$ cat src/tcpq_pkg.sv
// Shared types, sizes and status codes for the two-class priority queue.
package tcpq_pkg;

    localparam int QUEUE_DEPTH = 16;
    localparam int PTR_W       = (QUEUE_DEPTH > 1) ? $clog2(QUEUE_DEPTH) : 1;
    localparam int CNT_W       = $clog2(QUEUE_DEPTH + 1);

    localparam int TAG_W = 16;
    localparam int AGE_W = 8;
    localparam int ST_W  = 3;

    localparam logic [AGE_W-1:0] AGE_THRESHOLD_RESET = 8'd60;

    localparam logic [ST_W-1:0] ST_ADD_PRIO   = 3'd0;
    localparam logic [ST_W-1:0] ST_ADD_REG    = 3'd1;
    localparam logic [ST_W-1:0] ST_DROPPED    = 3'd2;
    localparam logic [ST_W-1:0] ST_SERVE_PRIO = 3'd3;
    localparam logic [ST_W-1:0] ST_SERVE_REG  = 3'd4;
    localparam logic [ST_W-1:0] ST_NONE       = 3'd5;

    localparam logic ACT_ADD   = 1'b0;
    localparam logic ACT_SERVE = 1'b1;

    typedef struct packed {
        logic             action;
        logic [TAG_W-1:0] client_tag;
        logic [AGE_W-1:0] client_age;
        logic             urgent;
    } t_in_word;

    typedef struct packed {
        logic [ST_W-1:0]  status;
        logic [TAG_W-1:0] served_tag;
        logic [AGE_W-1:0] served_age;
        logic             served_urgent;
    } t_out_word;

    typedef struct packed {
        logic [TAG_W-1:0] tag;
        logic [AGE_W-1:0] age;
        logic             urgent;
    } t_entry;

    typedef struct packed {
        logic empty;
        logic full;
    } t_fifo_stat;

endpackage

$ cat src/two_class_priority_queue.sv
// Top level: request register, classification and service logic, result register.
//
// Two first-in first-out queues of QUEUE_DEPTH entries each, served in strict
// priority. An add word goes to the priority queue when its urgent flag is set
// or its age is at or above the age threshold register (reset 60), otherwise to
// the regular queue; an add into a full queue is dropped and reported. A serve
// word pops the priority head, else the regular head, else reports that nothing
// is waiting. Every request word gives exactly one result word. The block takes
// one word per cycle while its request side is not stalled. A request word passes
// through the request register, then the result register together with the
// registered read of the queue memory, before its result word is presented.
// The request side stalls only while a result word is held and not taken. The
// served fields are zero unless a word was served.
// The threshold may be written only while no request is in flight.
module two_class_priority_queue (
    input  logic                 i_clk,
    input  logic                 i_rst_n,
    // request channel
    input  logic                 i_valid,
    input  tcpq_pkg::t_in_word   i_word,
    output logic                 o_stall,
    // result channel
    output logic                 o_valid,
    output tcpq_pkg::t_out_word  o_word,
    input  logic                 i_stall,
    // threshold register
    input  logic                 i_cfg_we,
    input  logic [7:0]           i_cfg_wdata
);
    import tcpq_pkg::*;

    logic               r_in_valid;
    t_in_word           r_in;
    logic               r_out_valid;
    logic [ST_W-1:0]    r_status;
    logic               r_served;
    logic               r_from_prio;
    logic [AGE_W-1:0]   r_thresh;

    logic               advance;
    logic               to_prio;
    logic               push_prio;
    logic               push_reg;
    logic               pop_prio;
    logic               pop_reg;
    logic [ST_W-1:0]    n_status;
    t_entry             new_entry;
    t_entry             prio_rdata;
    t_entry             reg_rdata;
    t_entry             served_entry;
    t_fifo_stat         prio_stat;
    t_fifo_stat         reg_stat;

    // Advance the held request when the result register is free or being taken.
    assign advance = r_in_valid && (!r_out_valid || !i_stall);
    assign o_stall = r_in_valid && !advance;

    assign new_entry.tag    = r_in.client_tag;
    assign new_entry.age    = r_in.client_age;
    assign new_entry.urgent = r_in.urgent;

    assign to_prio = r_in.urgent || (r_in.client_age >= r_thresh);

    // Classify the held request and pick the queue to touch.
    always_comb begin
        push_prio = 1'b0;
        push_reg  = 1'b0;
        pop_prio  = 1'b0;
        pop_reg   = 1'b0;
        n_status  = ST_NONE;
        case (r_in.action)
            ACT_ADD: begin
                if (to_prio) begin
                    push_prio = advance && !prio_stat.full;
                    n_status  = prio_stat.full ? ST_DROPPED : ST_ADD_PRIO;
                end else begin
                    push_reg  = advance && !reg_stat.full;
                    n_status  = reg_stat.full ? ST_DROPPED : ST_ADD_REG;
                end
            end
            ACT_SERVE: begin
                if (!prio_stat.empty) begin
                    pop_prio = advance;
                    n_status = ST_SERVE_PRIO;
                end else if (!reg_stat.empty) begin
                    pop_reg  = advance;
                    n_status = ST_SERVE_REG;
                end else begin
                    n_status = ST_NONE;
                end
            end
            default: begin
                n_status = ST_NONE;
            end
        endcase
    end

    tcpq_fifo u_prio_q (
        .i_clk   (i_clk),
        .i_rst_n (i_rst_n),
        .i_push  (push_prio),
        .i_wdata (new_entry),
        .i_pop   (pop_prio),
        .o_rdata (prio_rdata),
        .o_stat  (prio_stat)
    );

    tcpq_fifo u_reg_q (
        .i_clk   (i_clk),
        .i_rst_n (i_rst_n),
        .i_push  (push_reg),
        .i_wdata (new_entry),
        .i_pop   (pop_reg),
        .o_rdata (reg_rdata),
        .o_stat  (reg_stat)
    );

    // Control registers: request and result valid flags, threshold.
    always_ff @(posedge i_clk) begin
        if (!i_rst_n) begin
            r_in_valid  <= 1'b0;
            r_out_valid <= 1'b0;
            r_thresh    <= AGE_THRESHOLD_RESET;
        end else begin
            if (i_valid && !o_stall) begin
                r_in_valid <= 1'b1;
            end else if (advance) begin
                r_in_valid <= 1'b0;
            end
            if (advance) begin
                r_out_valid <= 1'b1;
            end else if (!i_stall) begin
                r_out_valid <= 1'b0;
            end
            if (i_cfg_we) begin
                r_thresh <= i_cfg_wdata;
            end
        end
    end

    // Payload registers: hold while stalled.
    always_ff @(posedge i_clk) begin
        if (i_valid && !o_stall) begin
            r_in <= i_word;
        end
        if (advance) begin
            r_status    <= n_status;
            r_served    <= pop_prio || pop_reg;
            r_from_prio <= pop_prio;
        end
    end

    // The queue read registers hold the served entry; drop it to zero otherwise.
    assign served_entry = r_from_prio ? prio_rdata : reg_rdata;

    assign o_valid              = r_out_valid;
    assign o_word.status        = r_status;
    assign o_word.served_tag    = r_served ? served_entry.tag : '0;
    assign o_word.served_age    = r_served ? served_entry.age : '0;
    assign o_word.served_urgent = r_served && served_entry.urgent;

endmodule

$ cat src/tcpq_fifo.sv
// One circular queue: head pointer, fill count and entry memory with registered read.
module tcpq_fifo (
    input  logic                i_clk,
    input  logic                i_rst_n,
    input  logic                i_push,
    input  tcpq_pkg::t_entry    i_wdata,
    input  logic                i_pop,
    output tcpq_pkg::t_entry    o_rdata,
    output tcpq_pkg::t_fifo_stat o_stat
);
    import tcpq_pkg::*;

    localparam int SUM_W = PTR_W + 1;

    t_entry             r_mem [QUEUE_DEPTH];
    t_entry             r_rdata;
    logic [PTR_W-1:0]   r_head;
    logic [CNT_W-1:0]   r_count;
    logic [PTR_W-1:0]   n_head;
    logic [CNT_W-1:0]   n_count;
    logic [SUM_W-1:0]   tail_sum;
    logic [PTR_W-1:0]   tail;

    assign o_stat.empty = (r_count == '0);
    assign o_stat.full  = (r_count == CNT_W'(QUEUE_DEPTH));
    assign o_rdata      = r_rdata;

    // Tail is head plus count, wrapped once; count is below depth whenever it is used.
    always_comb begin
        tail_sum = {1'b0, r_head} + {1'b0, r_count[PTR_W-1:0]};
        if (tail_sum >= SUM_W'(QUEUE_DEPTH)) begin
            tail_sum = tail_sum - SUM_W'(QUEUE_DEPTH);
        end
        tail = tail_sum[PTR_W-1:0];
    end

    always_comb begin
        n_head  = r_head;
        n_count = r_count;
        if (i_pop) begin
            n_head  = (r_head == PTR_W'(QUEUE_DEPTH - 1)) ? '0 : r_head + 1'b1;
            n_count = r_count - 1'b1;
        end else if (i_push) begin
            n_count = r_count + 1'b1;
        end
    end

    always_ff @(posedge i_clk) begin
        if (!i_rst_n) begin
            r_head  <= '0;
            r_count <= '0;
        end else begin
            r_head  <= n_head;
            r_count <= n_count;
        end
    end

    always_ff @(posedge i_clk) begin
        if (i_push) begin
            r_mem[tail] <= i_wdata;
        end
        if (i_pop) begin
            r_rdata <= r_mem[r_head];
        end
    end

    // Never pop an empty queue or push a full one; count stays within depth.
    a_no_pop_empty: assert property (@(posedge i_clk) disable iff (!i_rst_n)
        i_pop |-> !o_stat.empty)
        else $error("pop from empty queue");

    a_no_push_full: assert property (@(posedge i_clk) disable iff (!i_rst_n)
        i_push |-> !o_stat.full)
        else $error("push into full queue");

    a_push_counts: assert property (@(posedge i_clk) disable iff (!i_rst_n)
        (i_push && !i_pop) |=> (r_count == $past(r_count) + 1'b1))
        else $error("push did not advance count");

    a_count_range: assert property (@(posedge i_clk) disable iff (!i_rst_n)
        r_count <= CNT_W'(QUEUE_DEPTH))
        else $error("count beyond depth");

endmodule

$ cat config.mk
export PLATFORM = sky130hd
export DESIGN_NAME = two_class_priority_queue
export DESIGN_NICKNAME = d
export VERILOG_FILES = /design/src/tcpq_pkg.sv /design/src/two_class_priority_queue.sv /design/src/tcpq_fifo.sv
export SDC_FILE = /design/constraint.sdc
export NUM_CORES = 1
export LEC_CHECK = 0
export BUFFER_PORTS_ARGS = -buffer_cell sky130_fd_sc_hd__buf_4
export CORE_ASPECT_RATIO = 1.75
export CORE_MARGIN = 2
export CORE_UTILIZATION = 62
export DETAILED_ROUTE_END_ITERATION = 8
export PLACE_DENSITY = 0.77
export SETUP_SLACK_MARGIN = 0.2
export SYNTH_ARGS = -nofsm -noshare
export SYNTH_HDL_FRONTEND = slang
export SYNTH_SLANG_ARGS = --single-unit
export TNS_END_PERCENT = 10
$ cat constraint.sdc
create_clock -name i_clk -period 6.2 [get_ports i_clk]
set_input_delay 0 -clock i_clk [delete_from_list [all_inputs] [get_ports i_clk]]
set_output_delay 0 -clock i_clk [all_outputs]
set_load 0.02 [all_outputs]
Word level (Yosys, flattened, before mapping)

Memories as Yosys holds them, arrays and structs flattened. A register that Yosys moved wholly into a read port is not among the register bits.
Index checks and enable logic that the tools add are counted.

Add/subtract/negate cells: 10
Magnitude comparators: 3
Shifts and indexed selects: 0
Reductions and logical operators: 20
Multiply operators: 0
Bitwise gates (word level): 1
Eq/ne operators: 5
Muxes and demuxes: 34
Divide/modulo/power cells: 0

Operator list:

| operator            | number |
|---|---|
| $mux 25             | 1 |
| $mux 5              | 4 |
| $mux 1              | 18 |
| $mux 16             | 1 |
| $mux 4              | 4 |
| $add 4x4->5         | 2 |
| $add 5x1->5 const B | 2 |
| $eq 5x5->1 const B  | 2 |
| $ge 5x5->1 const B  | 2 |
| $logic_not 5->1     | 2 |
| $sub 5x1->5 const B | 2 |
| $add 4x1->4 const B | 2 |
| $eq 4x4->1 const B  | 2 |
| $ge 8x8->1          | 1 |
| $mux 8              | 1 |
| $sub 4x1->4 const B | 2 |
| $logic_and 1x1->1   | 6 |
| $logic_not 1->1     | 6 |
| $mux 2              | 3 |
| $pmux 3 s2          | 1 |
| $reduce_bool 2->1   | 3 |
| $logic_or 1x1->1    | 3 |
| $mux 3              | 1 |
| $ne 2x1->1 const B  | 1 |
| $not 1->1           | 1 |

Latch bits: 0
Word-level logic and storage cells: 89
Bits in writable memories: 800
Bits in read-only memories: 0
Output and inout bits: 30
Memories kept: 2
Input port bits: 39
Register bits after elaboration: 59

Memories:

| name           | depth | width | read ports | clocked after Yosys merged registers in | wr ports | line            | text |
|---|---|---|---|---|---|---|---|
| u_prio_q.r_mem | 16    | 25    | 1          | 1                                       | 1        | tcpq_fifo.sv:15 | `t_entry r_mem [QUEUE_DEPTH];` |
| u_reg_q.r_mem  | 16    | 25    | 1          | 1                                       | 1        | tcpq_fifo.sv:15 |  |

Depth between registers and ports, before layout

Gate-level depths: netlist of run 1.

Depth after elaboration: 8
Gate-level depth with buffers: 10
Gate-level depth less buffers: 10

Modules after synthesis

Synthesis of run 1 repeated with hierarchy kept, for this count alone.

Cells, all modules: 1,641
Area, all modules: 34,994.8 sq um

Modules (own cells, without submodules):

| module                   | cells an instance | area each (sq um) | instances |
|---|---|---|---|
| tcpq_fifo at u_prio_q    | 738               | 16,488.3          | 1 |
| tcpq_fifo at u_reg_q     | 739               | 16,482.1          | 1 |
| two_class_priority_queue | 164               | 2,024.4           | 1 |

Worst setup path before layout of run 1

OpenSTA, ideal clock, no wires.

Path kind: reg2reg
Start point: reg r_in (netlist bit new_entry[3])
End point: mem u_reg_q.r_mem[12][0] (netlist name), enable pin
Slack: 1.321 ns
Period minus slack after synthesis: 4.879 ns
Path buffers: 1
Data arrival time: 4.409 ns
Cell stages (with the launch flop): 8
Path through: edfxtp_1 ha_1 and3_1 o21ai_0 a31o_2 clkbuf_1 nand2_1 nor4_1

Word-level cells in the longest chain between the ends: 6

RTL lines:

| item                         | line                            | text |
|---|---|---|
| start, declared              | two_class_priority_queue.sv:33  | `t_in_word r_in;` |
| start signal, assigned       | two_class_priority_queue.sv:144 | `r_in <= i_word;` |
| $ge 8x8->1                   | two_class_priority_queue.sv:62  | `assign to_prio = r_in.urgent \|\| (r_in.client_age >= r_thresh);` |
| $logic_or 1x1->1             | two_class_priority_queue.sv:62  |  |
| $mux 1                       | two_class_priority_queue.sv:73  | `if (to_prio) begin` |
| $mux 1                       | two_class_priority_queue.sv:71  | `case (r_in.action)` |
| $mux 1                       | tcpq_fifo.sv:59                 | `if (i_push) begin` |
| $mux 1 (implied by the code) | tcpq_fifo.sv:60                 | `r_mem[tail] <= i_wdata;` |
| end, declared                | tcpq_fifo.sv:15                 |  |

No other way between the ends.

Worst setup path after layout of run 1

Start point: reg r_in (netlist bit new_entry[7])
End point: mem u_reg_q.r_mem[3][13] (netlist name), enable pin

The elaborated chain is that of the path after synthesis.

==> reports/summary.txt, run 1 <==
Initial detailed-routing violation count = 1570
CORE AREA = 56300 sq um
GRT Util Overall = 26.5%
Port-buffer cells = 68
Max incr delay on CP = 1.12 ns
GR Layer Usage met2 = 46.4%
Synth Net Count = 1678
Commonest cells after routing, fill and taps aside = 881 x edfxtp_1, 225 x mux4_2, 110 x buf_4, 78 x clkbuf_16, 64 x mux2i_1
H-tree depth = 3
Final cycle utilization of the critical path = 61.5%
Post-DRT Antenna Nets = 0
Post-synthesis async set-or-reset flop share = 0%
Ports = 69
Routed WL = 75.0 mm
Num CTS Buffers = 76
CTS tree = yes
Drt first pass iters = 5
Synthesized flop and latch total = 909
Min-delay src = i_word[21]
Synth top area share = 75.1%
PwrDens = 294 nW/um^2
Via count = 16700
Mapped Cells = 1613
Final Max Tran Viols = 0
Slew headroom = 16.9%
Global-route wire length before repair = 111 mm
RSZ-0062 raised after global routing = false
Commonest non-fill, non-tap cell in the layout = edfxtp_1
Register area share after synthesis = 76.7%
Synth area leader = edfxtp_1
Top cells by area, synth = edfxtp_1 75%, mux4_2 14%, mux2i_1 1.8%
Worst Path Required = 6.46 ns
Worst path arrival time = 4.07 ns
Dpl hpwl = 40.5 mm
Vias in the first global route = 17600
Ys flop type = edfxtp_1
Min cycle time layout = 3.81 ns
Total gr overflow = 0
Fmax = 262 MHz
WL per Instance = 28.9 um
Initial antenna violation count = 1
Gpl congestion = 0.811
Post-synth EDFFs = 881
Worst R2R Start = new_entry[7]$_DFFE_PP_
Total Die Area = 58800 sq um
Syn Area/Cell = 21.9 sq um
Hold endpoint = new_entry[21]$_DFFE_PP_
Share of cells above drive strength 1 = 26.8%
WHS = 0.102 ns
GRT Max-Usage Layer = met2
Hold Crit Class = in2reg
Die Wd = 184 um
Max-cap violations = 0
Final worst slack = 2.39 ns
CP max-delay cell = edfxtp_1
Layout Skew = 0.0319 ns
RR Endpoint = u_reg_q.r_mem[3][13]$_DFFE_PP_
Row cnt = 115
P_leak = 12.4 nW
DRC = 0
Clock Path Buffers = 3
WS Path Type = reg2reg
R2r setup slk = 2.39 ns
GR Util met3 = 4.11%
Pin count of the biggest net entering global routing = 105
CTS root buf = clkbuf_16
Worst-margin pin slew = 1.25 ns
Clk slew on worst S/H paths = 0.06 ns
Crit path capture type = flip-flop
Met1 usage = 33.1%
Peak VDD IR = 0.249 mV
Fin nets = 1838
Syn. warnings = 0
Later-pin clock latency in the skew report = 0.62 ns
Clock sink count = 909
Place WS = 2.48 ns
P&R area growth vs syn = 12.6%
Max FO, Critical Path = 33
Post-cts resize count = 0
Final setup fails = 0
Hold Crit Depth = 2
N_diodes = 0
Unique masters post-synth = 47
Utilization after layout = 70.5%
Setup_tns = 0 ns
Startpoint types = flip-flop
R2r worst-path depth = 7
Via/cell ratio = 6.43
Initial Utilization = 62.6%
Status = complete, no violations
Height of the chip = 319 um
Total power = 0.0117 W
Cells along the critical path = ha_1 -> a21oi_1 -> o211a_1 -> and3_1 -> nand4_1 -> nor2_2 -> buf_4
Mapped cell area = 35200 sq um
Final hold violations = 0
Setup bufs post-CTS = 0
-- kinds of logic (layout without fill, tap and decap cells) --
family	after synthesis	count (layout)	synth area share, %
DFF	909	909	76.7
adders and majority gates	26	26	1.01
AOI/OAI and AO/OA	102	102	2.05
and+or+nand+nor	170	170	2.51
buffers and inverters	101	321	1.18
muxes	290	290	16.2
xor gates and xnor gates	15	15	0.373
-- what timing repair did --
item | CTS | global route
endpoints found under the hold margin | 65 | 0
setup endpoints to repair | 0 | 0
hold buffers | 50 | 0
-- state kept, by name, indices dropped and copies added, names as in the netlist --
register          count
new_entry            25
u_prio_q.r_head       4
r_from_prio           1
u_prio_q.r_count      5
u_prio_q.o_rdata     25
u_prio_q.r_mem      400
u_reg_q.r_mem       400
u_reg_q.r_count       5
u_reg_q.r_head        4
o_valid               1
u_reg_q.o_rdata      25
r_in                  1
r_in_valid            1
r_thresh              8
r_served              1
r_status              3
-- worst max-delay path: cells and delay by family, from the launching register on --
family                   cells  cell delay (ns)
AO/OA/AOI/OAI                2             0.45
AND/OR/NAND/NOR              3             0.97
adder cells (fa/ha/maj)      1             0.43
buffers and inverters        1             0.44
flip-flops                   1             1.12
-- power breakdown --
part | switching, W | internal [W] | total [W]
Combinational | 0.000117 | 0.000114 | 0.000231
Clock | 0.00211 | 0.00246 | 0.00457
Sequential | 0.0000956 | 0.00676 | 0.00686
Total | 0.00232 | 0.00933 | 0.0117
-- cell type report --
cell class                      count  area (sq um)
Fill cell                        3219         16600
Multi-Input combinational cell    603          7920
Sequential cell                   909         27000
Inverter                           21          81.3
Clock inverter                     39           298
Clock buffer                       99          2030
Timing Repair Buffer              162          1370
Tap cell                          760           951
-- cells in the mapped netlist (7+ instances only) --
| cell type | number |
|---|---|
| inv_1 | 20 |
| a211oi_1 | 26 |
| nand2_1 | 33 |
| a21oi_1 | 40 |
| nor4_1 | 7 |
| nand3_1 | 9 |
| xnor2_1 | 9 |
| nor2_1 | 45 |
| buf_2 | 27 |
| clkbuf_1 | 47 |
| edfxtp_1 | 881 |
| mux2i_1 | 64 |
| dfxtp_1 | 28 |
| o211ai_1 | 10 |
| nor2b_1 | 53 |
| mux4_2 | 225 |
| ha_1 | 22 |
-- metrics by stage --
| stage | area [sq um] | cells |
|---|---|---|
| floorplan | 35200 | 1613 |
| global placement | 36900 | 2405 |
| detailed placement | 36900 | 2405 |
| CTS | 39700 | 2593 |
| global route | 39700 | 2593 |
| finish | 39700 | 2593 |
-- worst max-delay path by stage --
stage,from,endpoint,slack [ns],depth (start not counted)
final,new_entry[7]$_DFFE_PP_,u_reg_q.r_mem[3][13]$_DFFE_PP_,2.39,7
after global routing,new_entry[1]$_DFFE_PP_,u_prio_q.r_mem[5][12]$_DFFE_PP_,2.11,8
after CTS,new_entry[7]$_DFFE_PP_,u_reg_q.r_mem[0][20]$_DFFE_PP_,2.42,7
after detailed placement,new_entry[7]$_DFFE_PP_,u_reg_q.r_mem[3][15]$_DFFE_PP_,2.48,7
after global placement,new_entry[7]$_DFFE_PP_,u_reg_q.r_mem[4][12]$_DFFE_PP_,2.66,7
after floorplan,new_entry[3]$_DFFE_PP_,u_reg_q.r_mem[12][0]$_DFFE_PP_,1.32,7
-- layer usage --
metal	wire length, um	vias to the layer above	part of all wire (%)
li1	-	7006	-
met1	26700	8733	36
met2	40200	736	54
met3	4940	192	6.6
met4	3150	0	4.2
met5	0	-	0
Note: power is estimated with default switching activity, not from simulation.
==> inputs of run 2 (changes only) <==
Clock period 6.2 ns to 3.7 ns, I/O delays scaled along.
==> reports/summary.txt, run 2 (same netlist as run 1, synthesis figures left out) <==
Num CTS Buffers = 75
Final setup fails = 0
P_leak = 12.5 nW
Crit path capture type = flip-flop
Startpoint types = flip-flop
GRT Max-Usage Layer = met2
Pin count of the biggest net entering global routing = 105
RSZ-0062 raised after global routing = false
Utilization after layout = 71.1%
Clk slew on worst S/H paths = 0.07 ns
WS Path Type = reg2reg
Routed WL = 74.0 mm
Worst-margin pin slew = 1.24 ns
Register Area = 27000 sq um
Total Die Area = 58800 sq um
Peak VDD IR = 0.443 mV
Min cycle time layout = 3.24 ns
GRT Util Overall = 26.5%
Final cycle utilization of the critical path = 87.4%
Drt first pass iters = 5
Worst path arrival time = 3.49 ns
Max incr delay on CP = 0.72 ns
Post-DRT Antenna Nets = 0
Port-buffer cells = 68
Hold Crit Class = in2reg
Final hold violations = 0
Initial antenna violation count = 0
CTS Hold Bufs = 50
Status = complete, no violations
Area of the multi-input gates = 7950 sq um
Row cnt = 115
Post-cts resize count = 0
Dpl hpwl = 41.1 mm
P&R area growth vs syn = 13.5%
Largest regs = u_prio_q.r_mem x400, u_reg_q.r_mem x400
CTS root buf = clkbuf_16
Global-route wire length before repair = 112 mm
Later-pin clock latency in the skew report = 0.61 ns
Total gr overflow = 0
CTS tree = yes
WL per Instance = 28.4 um
Via count = 16500
Cell depth of the worst setup path = 7
Height of the chip = 319 um
Cells along the critical path = ha_1 -> nor2b_1 -> o211ai_1 -> a31oi_1 -> o211ai_1 -> nor2_2 -> buf_4
H-tree depth = 3
Initial detailed-routing violation count = 1840
Layout Skew = 0.0200 ns
CP max-delay cell = a31oi_1
Worst Path Required = 3.95 ns
CP most frequent cell = o211ai_1
Total power = 0.0199 W
Met1 usage = 33.5%
Vias in the first global route = 17600
Hold Crit Depth = 2
Final worst slack = 0.464 ns
CORE AREA = 56300 sq um
DRC = 0
Commonest non-fill, non-tap cell in the layout = edfxtp_1
Share of cells above drive strength 1 = 27.8%
N_diodes = 0
Max-cap violations = 0
Max FO, Critical Path = 22
Setup bufs post-CTS = 0
Fin nets = 1847
Via/cell ratio = 6.35
Initial Utilization = 62.6%
Gpl congestion = 0.818
Clock Path Buffers = 3
PwrDens = 498 nW/um^2
Commonest cells after routing, fill and taps aside = 881 x edfxtp_1, 225 x mux4_2, 115 x buf_4, 78 x clkbuf_16, 64 x mux2i_1
Layout fillers = 3239
GR Layer Usage met2 = 47.2%
Fmax = 309 MHz
Final Max Tran Viols = 0
Place WS = 0.541 ns
Clock sink count = 909
Die Wd = 184 um
R2r worst-path depth = 7
Worst Path Buf+Inv = 1
CP delay by family, top = compound AO/OA/AOI/OAI gates
GR Util met3 = 3.05%
Slew headroom = 17.2%
Ports = 69
[run 2: cell count changes in the layout (fill, tap and decap cells not counted), sizes merged]
cell	previous run	this run
clkbuf	99	88
bufinv	3	8
clkinvlp	4	5
inv	24	27
clkinv	29	31
buf	112	122
[run 2: area by class of cell]
| class | instances | area share, % |
|---|---|---|
| sequential | 909 | 67.6 |
| timing repair buffer | 172 | 3.76 |
| clock buffer | 88 | 4.97 |
| tap | 760 | 2.38 |
| inverter | 21 | 0.203 |
| clock inverter | 50 | 1.25 |
| multi-input combinational | 603 | 19.9 |
[run 2: where the power goes]
| group | internal (W) | total, W | switching [W] |
|---|---|---|---|
| registers | 0.0113 | 0.0114 | 0.000118 |
| logic | 0.000197 | 0.000436 | 0.000239 |
| clock network | 0.00446 | 0.00805 | 0.00359 |
[run 2: metal layers]
layer	part of all wire, %	vias up
met1	36	8741
li1	-	7045
met4	3.3	0
met5	0	-
met2	55	596
met3	5.0	149
[run 2: worst register-to-register path: stages, from the launching register on]
cell      delay (ns)
edfxtp_1        0.42
ha_1            0.31
nor2b_1         0.15
o211ai_1        0.12
a31oi_1         0.72
o211ai_1        0.42
nor2_2          0.32
buf_4           0.41
[run 2: through the flow]
step                hold slack, ns  setup TNS, ns  cells  instance area, sq um
floorplan                   0.0989         -17.01   1613                 35300
global placement             0.178              0   2415                 37000
detailed placement           0.179              0   2415                 37000
CTS                         0.0801              0   2603                 40000
global route                0.0988              0   2603                 40000
finish                       0.115              0   2603                 40000
[run 2: worst paths after layout]
path | startpoint | endpoint | slack [ns]
max | new_entry[2]$_DFFE_PP_ | u_prio_q.r_mem[11][13]$_DFFE_PP_ | 0.46
min | i_word[23] | new_entry[23]$_DFFE_PP_ | 0.11
max reg2reg | new_entry[2]$_DFFE_PP_ | u_prio_q.r_mem[11][13]$_DFFE_PP_ | 0.46
min reg2reg | r_in_valid$_SDFFE_PN0P_ | o_valid$_SDFFE_PN0P_ | 0.49
==> inputs of run 3 (changes only) <==
Settings changed: PLACE_DENSITY 0.77 to 0.79.
==> reports/summary.txt, run 3 (same netlist as run 1, synthesis figures left out) <==
Status = complete, no violations
Fin nets = 1858
RSZ-0062 raised after global routing = false
Cells along the critical path = or4_4 -> o211ai_4 -> inv_4 -> ha_1 -> nand2b_1 -> a21oi_1 -> nand2_1 -> a221oi_1 -> o311ai_0
Layout Skew = 0.0265 ns
CP delay by family, top = compound AO/OA/AOI/OAI gates
Hold Crit Class = in2reg
Die Wd = 184 um
P_sw = 0.00392 W
Via/cell ratio = 6.52
Total Die Area = 58800 sq um
Share of cells above drive strength 1 = 28.0%
Vias in the first global route = 17800
GRT Util Overall = 27.9%
Layout fillers = 3180
N_diodes = 0
Setup_tns = 0 ns
Fmax = 328 MHz
Ports = 69
WS Path Type = reg2reg
Gpl congestion = 0.821
Worst path arrival time = 3.52 ns
P_leak = 12.6 nW
Post-cts resize count = 0
CTS root buf = clkbuf_16
Cell Int Power = 0.0159 W
Port-buffer cells = 68
Worst-margin pin slew = 1.22 ns
Slew headroom = 19.0%
Largest regs = u_prio_q.r_mem x400, u_reg_q.r_mem x400
Final setup fails = 0
CTS tree = yes
Final Max Tran Viols = 0
Drt first pass iters = 5
Share of total power in the clock network = 39.9%
Worst Path Buf+Inv = 1
Final cycle utilization of the critical path = 82.4%
Later-pin clock latency in the skew report = 0.62 ns
DRC = 0
Cell Area, Placed = 37200 sq um
Comb pwr share = 2.2%
H-tree depth = 3
Commonest cells after routing, fill and taps aside = 881 x edfxtp_1, 225 x mux4_2, 121 x buf_4, 77 x clkbuf_16, 64 x mux2i_1
Max FO, Critical Path = 35
Height of the chip = 319 um
Sequential share of power = 57.9%
Pin count of the biggest net entering global routing = 105
Place WS = 0.701 ns
Switching Fraction = 19.8%
WL per Instance = 30.2 um
Initial antenna violation count = 0
Final worst slack = 0.652 ns
Worst Path Required = 4.17 ns
Clk slew on worst S/H paths = 0.07 ns
Routed WL = 78.8 mm
Total gr overflow = 0
Global-route wire length before repair = 116 mm
Post-DRT Antenna Nets = 0
PwrDens = 494 nW/um^2
Dpl hpwl = 43.6 mm
Final hold violations = 0
Peak VDD IR = 0.454 mV
Initial detailed-routing violation count = 1786
P&R area growth vs syn = 13.6%
Row cnt = 115
Max incr delay on CP = 0.59 ns
Initial Utilization = 62.6%
Crit path capture type = flip-flop
Via count = 17000
Startpoint types = flip-flop
Finished Cell Area = 40000 sq um
Max-cap violations = 0
Clock sink count = 909
CORE AREA = 56300 sq um
CP max-delay cell = or4_4
Clock Path Buffers = 3
Min cycle time layout = 3.05 ns
Num CTS Buffers = 75
Commonest non-fill, non-tap cell in the layout = edfxtp_1
-- run 3: power groups by stage --
stage | Combinational, W | Sequential (W) | Clock, W
after detailed placement | 0.000395 | 0.0117 | 0
after global placement | 0.000381 | 0.0117 | 0
after CTS | 0.000444 | 0.0114 | 0.00798
after global routing | 0.000474 | 0.0115 | 0.00832
final | 0.000445 | 0.0114 | 0.00788
after floorplan | 0.000212 | 0.0116 | 0
-- run 3: worst reg2reg max path: stages, from the launching register on --
cell and delay, ns:
dfxtp_1 0.40, or4_4 0.59, o211ai_4 0.35, inv_4 0.27, ha_1 0.40, nand2b_1 0.08, a21oi_1 0.21, nand2_1 0.11
a221oi_1 0.32, o311ai_0 0.18
-- run 3: per-layer routing --
layer | up-vias | routed length [um] | GRT usage, %
met1 | 8911 | 27700 | 34.9
met3 | 199 | 5030 | 3.22
met2 | 859 | 42700 | 49.2
li1 | 7047 | - | -
met5 | - | 0 | 0
met4 | 0 | 3450 | 12.1
-- run 3: final cells by class --
type | count | area, sq um | share of cell area (%)
well taps | 760 | 951 | 2.37
clock buffers | 91 | 1980 | 4.94
inverters | 21 | 81.3 | 0.203
flip-flops and latches | 909 | 27000 | 67.5
multi-input cells | 603 | 7950 | 19.9
clock inverters | 41 | 395 | 0.987
repair buffers | 183 | 1650 | 4.12
-- run 3: what timing repair did --
action / CTS / global route
buffers inserted: 0 / 0
hold buffers: 50 / 0
setup endpoints to repair: 0 / 0
endpoints found under the hold margin: 64 / 0
-- run 3: worst paths after layout --
| check | start | end | slack, ns | cells after the start |
|---|---|---|---|---|
| setup reg to reg | u_prio_q.r_count[1]$_SDFFE_PN0P_ | u_prio_q.r_count[4]$_SDFFE_PN0P_ | 0.65 | 9 |
| setup / recovery | u_prio_q.r_count[1]$_SDFFE_PN0P_ | u_prio_q.r_count[4]$_SDFFE_PN0P_ | 0.65 | 9 |
| hold / removal | i_word[15] | new_entry[15]$_DFFE_PP_ | 0.11 | 2 |
| hold reg to reg | r_in_valid$_SDFFE_PN0P_ | o_valid$_SDFFE_PN0P_ | 0.49 | 2 |
-- run 3: per-stage QoR --
step	cells	util [%]	hold WS [ns]	power [W]
2_1_floorplan	1613	-	0.0989	0.0119
3_3_place_gp	2426	66.1	0.178	0.0120
3_5_place_dp	2426	66.1	0.179	0.0121
4_1_cts	2608	71.2	0.0868	0.0199
5_1_grt	2608	71.2	0.0958	0.0202
6_report	2608	71.2	0.107	0.0198
